--- src/clt_pkg.sv ---
// shared types and constants for the command line tokenizer
// no dependencies
package clt_pkg;

	localparam int unsigned CMD_BYTES_W = 11;
	localparam int unsigned TOKENS_W    = 7;
	localparam int unsigned INDEX_W     = 6;
	localparam int unsigned CFG_DATA_W  = 11;
	localparam int unsigned CFG_INDEX_W = 1;

	localparam logic [CMD_BYTES_W-1:0] MAX_BUFFER = 11'd1024;
	localparam logic [TOKENS_W-1:0]    MAX_ARGS   = 7'd64;

	localparam logic [CMD_BYTES_W-1:0] RESET_CMD_BYTES = 11'd256;
	localparam logic [TOKENS_W-1:0]    RESET_TOKENS    = 7'd16;

	localparam logic [CFG_INDEX_W-1:0] REG_MAX_CMD_BYTES = 1'd0;
	localparam logic [CFG_INDEX_W-1:0] REG_MAX_TOKENS    = 1'd1;

	localparam logic [7:0] CH_ESC   = 8'h5C;
	localparam logic [7:0] CH_QUOTE = 8'h22;
	localparam logic [7:0] CH_SPACE = 8'h20;
	localparam logic [7:0] CH_NL    = 8'h0A;

	typedef enum logic [1:0] {
		KIND_BYTE     = 2'd0,
		KIND_EMPTY    = 2'd1,
		KIND_FINISHED = 2'd2
	} kind_t;

	typedef enum logic [2:0] {
		ST_OK        = 3'd0,
		ST_TRUNCATED = 3'd1,
		ST_TOO_MANY  = 3'd2,
		ST_SYNTAX    = 3'd3,
		ST_END       = 3'd4
	} status_t;

	typedef struct packed {
		logic [CMD_BYTES_W-1:0] byte_limit;
		logic [TOKENS_W-1:0]    token_limit;
	} limits_t;

	typedef struct packed {
		kind_t                kind;
		logic [7:0]           byte_out;
		logic                 token_start;
		logic [INDEX_W-1:0]   token_index;
		logic [TOKENS_W-1:0]  token_total;
		status_t              status;
	} result_t;

	typedef struct packed {
		logic                   in_quote;
		logic                   in_token;
		logic                   escape_pending;
		logic                   quote_check_pending;
		logic                   discarding;
		status_t                latched_status;
		logic [TOKENS_W-1:0]    tokens_seen;
		logic [CMD_BYTES_W-1:0] bytes_seen;
	} cmd_state_t;

endpackage

--- src/clt_cfg.sv ---
// configuration registers, stored already clamped to their legal ranges
// depends on clt_pkg
module clt_cfg import clt_pkg::*; (
	input  logic                   clk,
	input  logic                   arst_n,
	input  logic                   cfg_write,
	input  logic [CFG_INDEX_W-1:0] cfg_index,
	input  logic [CFG_DATA_W-1:0]  cfg_data,
	output limits_t                limits
);

	logic [CMD_BYTES_W-1:0] byte_limit_q;
	logic [TOKENS_W-1:0]    token_limit_q;
	logic [CMD_BYTES_W-1:0] bytes_raw;
	logic [TOKENS_W-1:0]    tokens_raw;
	logic [CMD_BYTES_W-1:0] bytes_clamped;
	logic [TOKENS_W-1:0]    tokens_clamped;

	assign bytes_raw  = cfg_data[CMD_BYTES_W-1:0];
	assign tokens_raw = cfg_data[TOKENS_W-1:0];

	// byte limit kept as size minus one
	always_comb begin
		if (bytes_raw < 11'd2) begin
			bytes_clamped = 11'd1;
		end else if (bytes_raw > MAX_BUFFER) begin
			bytes_clamped = MAX_BUFFER - 11'd1;
		end else begin
			bytes_clamped = bytes_raw - 11'd1;
		end
		if (tokens_raw < 7'd1) begin
			tokens_clamped = 7'd1;
		end else if (tokens_raw > MAX_ARGS) begin
			tokens_clamped = MAX_ARGS;
		end else begin
			tokens_clamped = tokens_raw;
		end
	end

	always_ff @(posedge clk or negedge arst_n) begin
		if (!arst_n) begin
			byte_limit_q  <= RESET_CMD_BYTES - 11'd1;
			token_limit_q <= RESET_TOKENS;
		end else if (cfg_write) begin
			case (cfg_index)
				REG_MAX_CMD_BYTES: byte_limit_q  <= bytes_clamped;
				REG_MAX_TOKENS:    token_limit_q <= tokens_clamped;
				default: ;
			endcase
		end
	end

	assign limits.byte_limit  = byte_limit_q;
	assign limits.token_limit = token_limit_q;

endmodule

--- src/clt_core.sv ---
// per-byte parse step: command state registers and the next-state logic
// depends on clt_pkg
module clt_core import clt_pkg::*; (
	input  logic       clk,
	input  logic       arst_n,
	input  limits_t    limits,
	input  logic       item_valid,
	input  logic [7:0] char_in,
	input  logic       end_of_input,
	output logic       res_valid,
	output result_t    res
);

	cmd_state_t          st_q;
	cmd_state_t          st_w;
	logic                emit;
	logic                tok_req;
	logic                fin_req;
	logic [TOKENS_W-1:0] tok_idx;

	always_comb begin
		st_w    = st_q;
		emit    = 1'b0;
		res     = '0;
		tok_req = 1'b0;
		fin_req = 1'b0;
		tok_idx = '0;

		if (end_of_input) begin
			st_w       = '0;
			emit       = 1'b1;
			res.kind   = KIND_FINISHED;
			res.status = ST_END;
		end else if (st_q.discarding) begin
			if (char_in == CH_NL) begin
				fin_req = 1'b1;
			end
		end else if (st_q.bytes_seen >= limits.byte_limit) begin
			st_w.discarding = 1'b1;
			if (st_q.latched_status == ST_OK) begin
				st_w.latched_status = ST_TRUNCATED;
			end
			if (char_in == CH_NL) begin
				fin_req = 1'b1;
			end
		end else begin
			st_w.bytes_seen          = st_q.bytes_seen + 11'd1;
			st_w.quote_check_pending = 1'b0;
			if (st_q.quote_check_pending && char_in != CH_SPACE && char_in != CH_NL) begin
				st_w.discarding = 1'b1;
				if (st_q.latched_status == ST_OK) begin
					st_w.latched_status = ST_SYNTAX;
				end
			end else if (st_q.escape_pending) begin
				st_w.escape_pending = 1'b0;
				tok_req             = 1'b1;
			end else if (char_in == CH_ESC) begin
				st_w.escape_pending = 1'b1;
			end else if (char_in == CH_QUOTE) begin
				if (st_q.in_quote && !st_q.in_token) begin
					if (st_q.tokens_seen >= limits.token_limit) begin
						st_w.discarding = 1'b1;
						if (st_q.latched_status == ST_OK) begin
							st_w.latched_status = ST_TOO_MANY;
						end
					end else begin
						st_w.tokens_seen = st_q.tokens_seen + 7'd1;
						st_w.in_quote    = 1'b0;
						emit             = 1'b1;
						res.kind         = KIND_EMPTY;
						res.token_start  = 1'b1;
						res.token_index  = st_q.tokens_seen[INDEX_W-1:0];
					end
				end else begin
					if (st_q.in_token) begin
						st_w.quote_check_pending = 1'b1;
					end
					st_w.in_quote = ~st_q.in_quote;
				end
			end else if (st_q.in_quote) begin
				tok_req = 1'b1;
			end else if (char_in == CH_SPACE) begin
				st_w.in_token = 1'b0;
			end else if (char_in == CH_NL) begin
				fin_req = 1'b1;
			end else begin
				tok_req = 1'b1;
			end
		end

		// token byte, opening a token when none is open, or discarding the command when the token limit is reached
		if (tok_req) begin
			if (!st_w.in_token && st_w.tokens_seen >= limits.token_limit) begin
				st_w.discarding = 1'b1;
				if (st_w.latched_status == ST_OK) begin
					st_w.latched_status = ST_TOO_MANY;
				end
			end else begin
				if (!st_w.in_token) begin
					st_w.tokens_seen = st_w.tokens_seen + 7'd1;
					st_w.in_token    = 1'b1;
					res.token_start  = 1'b1;
				end
				tok_idx         = st_w.tokens_seen - 7'd1;
				emit            = 1'b1;
				res.kind        = KIND_BYTE;
				res.byte_out    = char_in;
				res.token_index = tok_idx[INDEX_W-1:0];
			end
		end

		if (fin_req) begin
			emit            = 1'b1;
			res.kind        = KIND_FINISHED;
			res.status      = st_w.latched_status;
			res.token_total = (st_w.latched_status == ST_SYNTAX) ? '0 : st_w.tokens_seen;
			st_w            = '0;
		end
	end

	always_ff @(posedge clk or negedge arst_n) begin
		if (!arst_n) begin
			st_q <= '0;
		end else if (item_valid) begin
			st_q <= st_w;
		end
	end

	assign res_valid = item_valid && emit;

endmodule

--- src/clt_outbuf.sv ---
// two-entry result buffer between the parse step and the output channel
// depends on clt_pkg
module clt_outbuf import clt_pkg::*; (
	input  logic    clk,
	input  logic    arst_n,
	input  logic    push,
	input  result_t push_data,
	output logic    full,
	output logic    out_valid,
	input  logic    out_stall,
	output result_t out_data
);

	result_t    slot_q [2];
	logic       wr_q;
	logic       rd_q;
	logic [1:0] cnt_q;
	logic       pop;

	assign pop       = out_valid && !out_stall;
	assign out_valid = (cnt_q != 2'd0);
	assign full      = (cnt_q == 2'd2);
	assign out_data  = slot_q[rd_q];

	always_ff @(posedge clk or negedge arst_n) begin
		if (!arst_n) begin
			wr_q  <= 1'b0;
			rd_q  <= 1'b0;
			cnt_q <= 2'd0;
		end else begin
			if (push) begin
				wr_q <= ~wr_q;
			end
			if (pop) begin
				rd_q <= ~rd_q;
			end
			case ({push, pop})
				2'b10:   cnt_q <= cnt_q + 2'd1;
				2'b01:   cnt_q <= cnt_q - 2'd1;
				default: cnt_q <= cnt_q;
			endcase
		end
	end

	always_ff @(posedge clk) begin
		if (push) begin
			slot_q[wr_q] <= push_data;
		end
	end

endmodule

--- src/command_line_tokenizer.sv ---
// Command line tokenizer, one input byte per request and at most one result per byte:
// token bytes, empty tokens and command-finished reports with count and status.
// Takes one byte every cycle unless the input stalls; a result passes from the byte's
// input register through one parse step into a two-entry result buffer. Input stalls only
// while a byte waits in the input register and the result buffer is full, i.e. while the
// output side stalls.
// depends on clt_pkg, clt_cfg, clt_core, clt_outbuf
module command_line_tokenizer import clt_pkg::*; (
	input  logic                   clk,
	input  logic                   arst_n,
	input  logic                   cfg_write,
	input  logic [CFG_INDEX_W-1:0] cfg_index,
	input  logic [CFG_DATA_W-1:0]  cfg_data,
	input  logic                   in_valid,
	output logic                   in_stall,
	input  logic [7:0]             char_in,
	input  logic                   end_of_input,
	output logic                   out_valid,
	input  logic                   out_stall,
	output logic [1:0]             kind,
	output logic [7:0]             byte_out,
	output logic                   token_start,
	output logic [INDEX_W-1:0]     token_index,
	output logic [TOKENS_W-1:0]    token_total,
	output logic [2:0]             status
);

	limits_t    limits;
	logic       valid_s1;
	logic [7:0] char_s1;
	logic       eoi_s1;
	logic       full;
	logic       advance;
	logic       res_valid;
	result_t    res;
	result_t    out_data;

	assign advance  = valid_s1 && !full;
	assign in_stall = valid_s1 && full;

	always_ff @(posedge clk or negedge arst_n) begin
		if (!arst_n) begin
			valid_s1 <= 1'b0;
		end else if (in_valid && !in_stall) begin
			valid_s1 <= 1'b1;
		end else if (advance) begin
			valid_s1 <= 1'b0;
		end
	end

	always_ff @(posedge clk) begin
		if (in_valid && !in_stall) begin
			char_s1 <= char_in;
			eoi_s1  <= end_of_input;
		end
	end

	clt_cfg u_cfg (
		.clk       (clk),
		.arst_n    (arst_n),
		.cfg_write (cfg_write),
		.cfg_index (cfg_index),
		.cfg_data  (cfg_data),
		.limits    (limits)
	);

	clt_core u_core (
		.clk          (clk),
		.arst_n       (arst_n),
		.limits       (limits),
		.item_valid   (advance),
		.char_in      (char_s1),
		.end_of_input (eoi_s1),
		.res_valid    (res_valid),
		.res          (res)
	);

	clt_outbuf u_outbuf (
		.clk       (clk),
		.arst_n    (arst_n),
		.push      (res_valid),
		.push_data (res),
		.full      (full),
		.out_valid (out_valid),
		.out_stall (out_stall),
		.out_data  (out_data)
	);

	assign kind        = out_data.kind;
	assign byte_out    = out_data.byte_out;
	assign token_start = out_data.token_start;
	assign token_index = out_data.token_index;
	assign token_total = out_data.token_total;
	assign status      = out_data.status;

endmodule

--- config.mk ---
export PLATFORM = sky130hd
export DESIGN_NAME = command_line_tokenizer
export DESIGN_NICKNAME = d
export VERILOG_FILES = /design/src/clt_pkg.sv /design/src/clt_cfg.sv /design/src/clt_core.sv /design/src/clt_outbuf.sv /design/src/command_line_tokenizer.sv
export SDC_FILE = /design/constraint.sdc
export NUM_CORES = 1
export LEC_CHECK = 0
export BUFFER_PORTS_ARGS = -buffer_cell sky130_fd_sc_hd__buf_2
export CAP_MARGIN = 20
export CELL_PAD_IN_SITES_DETAIL_PLACEMENT = 0
export CELL_PAD_IN_SITES_GLOBAL_PLACEMENT = 1
export CORE_ASPECT_RATIO = 1.75
export CORE_MARGIN = 2
export CORE_UTILIZATION = 27
export DETAILED_ROUTE_END_ITERATION = 7
export PLACE_DENSITY = 0.61
export RECOVER_POWER = 25
export SETUP_SLACK_MARGIN = 0.15
export SYNTH_ARGS = -nofsm -noshare
export SYNTH_HDL_FRONTEND = slang
export SYNTH_SLANG_ARGS = --single-unit
--- constraint.sdc ---
create_clock -name clk -period 6.1 [get_ports clk]
set_input_delay 0.305 -clock clk [delete_from_list [all_inputs] [get_ports clk]]
set_output_delay 0.305 -clock clk [all_outputs]
set_load 0.005 [all_outputs]
==> impl_metrics.csv <==
group,metric,value,unit
setup_path,critPathKind,"reg -> reg",
power,power_per_cell_area,346,nW/um^2
timing,finalCritPeriodShare,86.4,%
routing,post_drt_wl_per_cell,16.4,um
placement,dpl-instance-area,6870,sq um
final_layout,area.growth.synth_to_final,14.8,%
timing,drv_slew,50,
clock_network,cts_tree,"done",
global_routing,grt_pass1_wl,25000,um
status,violations,"capacitance limit, slew limit",
clock_network,path_clk_slew,80,ps
clock_network,clkLatencyLatePin,350,ps
setup_path,cp.arrival,5280,ps
clock_network,h-tree-depth,3,
power,p_leak,0.00288,uW
timing,slew_headroom,-88.9,%
placement,hpwl,12200,um
placement,place.gp.congestion,0.889,
flow_run,cap_violations,1,
final_layout,n_antenna_cell,0,
routing,via_count,4462,
floorplan,fp.coreArea,22700,sq um
floorplan,initial_core_util,27.5,%
floorplan,die_w,119,um
placement,io_buffer_count,54,
floorplan,die_area,24400,sq um
final_layout,final_area,7170,sq um
timing,rsz0062_at_grt,"no",
floorplan,die_h,205,um
routing,vias_per_cell,4.71,
routing,antenna_left,0,
synthesis,yosysTopAreaCell,"edfxtp_1",
global_routing,antenna_found_initial,0,
floorplan,num_rows,73,
global_routing,grt-ovfl-total,0,
synthesis,yosysMostFrequentCell,"nand2_1",
synthesis,synth.avg_cell_area,10.7,sq um
synthesis,ys_seq_area_share,50.1,%
synthesis,synth.top_cell.area_share,30.3,%
synthesis,syn_inst,586,
routing,drt-initial-drc-count,162,
timing,report.final.setup_viol,0,
clock_network,clockBufferDepth,2,
setup_path,path_max_fanout,27,
timing,fmax,190,MHz
clock_network,root_buffer,"clkbuf_16",
timing,fin_crit,5270,ps
global_routing,grt_usage,13.2,%
status,status,"finished, violations left",
final_layout,layout.nets,700,
synthesis,synth-async-reset-ratio,43.8,%
setup_path,critPathCaptureType,"register",
routing,first_pass_iters,4,
synthesis,synth_nets,644,
timing,skew,10.6,ps
final_layout,drive_above_1_share,21.2,%
synthesis,synth_cell_types,70,
synthesis,yosysWarnings,0,
synthesis,synth_area_leaders,"edfxtp_1 (30%), dfrtp_1 (16%), ha_1 (6.4%)",
global_routing,grt_max_degree,50,
routing,drt-total-wl,15500,um
synthesis,yosys_register_bits,112,
clock_network,clock-sinks,112,
global_routing,grt_pass1_vias,4720,
setup_path,start_kind,"register",
floorplan,ios,55,
routing,drc,0,
synthesis,synth_common_cells,"nand2_1 (65), edfxtp_1 (63), dfrtp_1 (40), nor2_1 (40)",
setup_path,required,6110,ps
synthesis,synth_edf_count,63,
clock_network,numCtsBuffers,9,
synthesis,synth_top_flop_cell,"edfxtp_1",
hold_path,hold_class,"in -> reg",
timing,hold_viol_final,0,
power,ir_drop,162,uV
synthesis,synth_area,6240,sq um
timing,tns,0,ps
timing,worstMarginPinSlew,2830,ps
[per-layer routing]
metal | track usage, % | part of all wire [%] | up-vias
li1 | - | - | 2230
met1 | 13.5 | 38 | 2148
met2 | 25.8 | 57 | 65
met3 | 1.97 | 2.4 | 19
met4 | 6.34 | 2.4 | 0
met5 | 0 | 0 | -
[registers in the layout (all words and copies together), names as in the netlist, 2 cells and up]
register and cells:
u_outbuf.slot_q 54, u_core.st_q 26, char_s1 8, u_cfg.token_limit_q 7, u_outbuf.cnt_q 2, u_cfg.byte_limit_q 11
[power breakdown]
group / internal [uW] / switching, uW
clock network: 280 / 275
logic: 366 / 463
registers: 994 / 102
[timing repair]
action                     CTS  global route
hold buffers                 0             0
setup buffers                0             0
setup endpoints to repair    0            55
resized for setup            0             1
[per-stage QoR]
step	hold slack [ps]	utilization (%)	power, uW	cells	worst slack (ps)
after floorplan	9.41	-	1640	586	553
after global placement	450	30.2	1920	928	769
after detailed placement	449	30.2	1930	929	617
after CTS	83.5	31.4	2500	945	537
after global routing	112	31.5	2660	947	403
final	126	31.5	2480	947	830
[cell families after synthesis]
family / Yosys count / synth area share (%)
AOI/OAI and AO/OA: 125 / 13.9
buffers and inverters: 50 / 3.03
and+or+nand+nor: 203 / 16.3
adders and majority gates: 32 / 6.41
muxes: 34 / 6.07
DFF: 112 / 50.1
xor gates and xnor gates: 30 / 4.21
[layout by cell type (no fill, tap or decap), types with 3 or more instances in the layout]
cell / synthesis / final
nor3_1: 11 / 11
inv_1: 34 / 34
or3_1: 3 / 3
dfrtp_1: 40 / 40
nand3_1: 15 / 15
nor2b_1: 6 / 6
xor2_1: 7 / 7
o21ai_0: 34 / 34
nor4_1: 3 / 3
ha_1: 32 / 32
o21ai_1: 14 / 14
nor2_2: 1 / 3
a21oi_1: 12 / 12
a22o_1: 9 / 9
nand2_1: 65 / 65
xnor2_1: 23 / 23
and2_1: 16 / 16
nor2_1: 40 / 38
o21a_1: 3 / 3
dfstp_2: 9 / 9
a211oi_1: 4 / 4
buf_2: 1 / 55
clkbuf_16: 0 / 9
a21o_1: 10 / 10
and3_1: 8 / 8
nand4_1: 6 / 6
nand2b_1: 13 / 13
o22ai_1: 3 / 3
mux2_2: 31 / 31
o31ai_1: 5 / 5
nand3b_1: 3 / 3
mux2i_1: 3 / 3
edfxtp_1: 63 / 63
[worst max-delay path, stage by stage (launching register included)]
cell and delay (ps):
dfrtp_1 420, inv_1 100, ha_1 270, nor2b_1 40, o21ai_0 150, a21oi_1 110
o21bai_2 350, inv_1 190, ha_1 320, nor2b_1 130, mux2i_1 360, ha_1 310
nand2b_1 140, a21o_1 180, a21o_1 170, a21o_1 170, a21o_1 170, a31oi_1 360
o21ai_2 230, nand3_1 120, nand2_1 140, nor2_2 130, buf_4 350
[worst paths after layout]
| check | from | end | slack, ps | cells past startpoint |
|---|---|---|---|---|
| hold reg to reg | u_cfg.byte_limit_q[7] | u_cfg.byte_limit_q[7] | 460 | 2 |
| hold / removal | char_in[7] | char_s1[7] | 130 | 1 |
| setup / recovery | u_core.st_q[11] | u_outbuf.slot_q[0][5] | 830 | 22 |
| setup reg to reg | u_core.st_q[11] | u_outbuf.slot_q[0][5] | 830 | 22 |
| max in group asynchronous | arst_n | u_outbuf.wr_q | 3530 | 2 |
| min in group asynchronous | arst_n | u_core.st_q[17] | 940 | 2 |
[layout make-up]
class	instances	area, sq um
fill	2320	15600
sequential	112	3130
multi-input combinational	424	2940
tap	300	375
timing repair buffer	60	327
clock buffer	10	229
inverter	35	131
clock inverter	6	45.0
(Power assumes the default switching activity.)
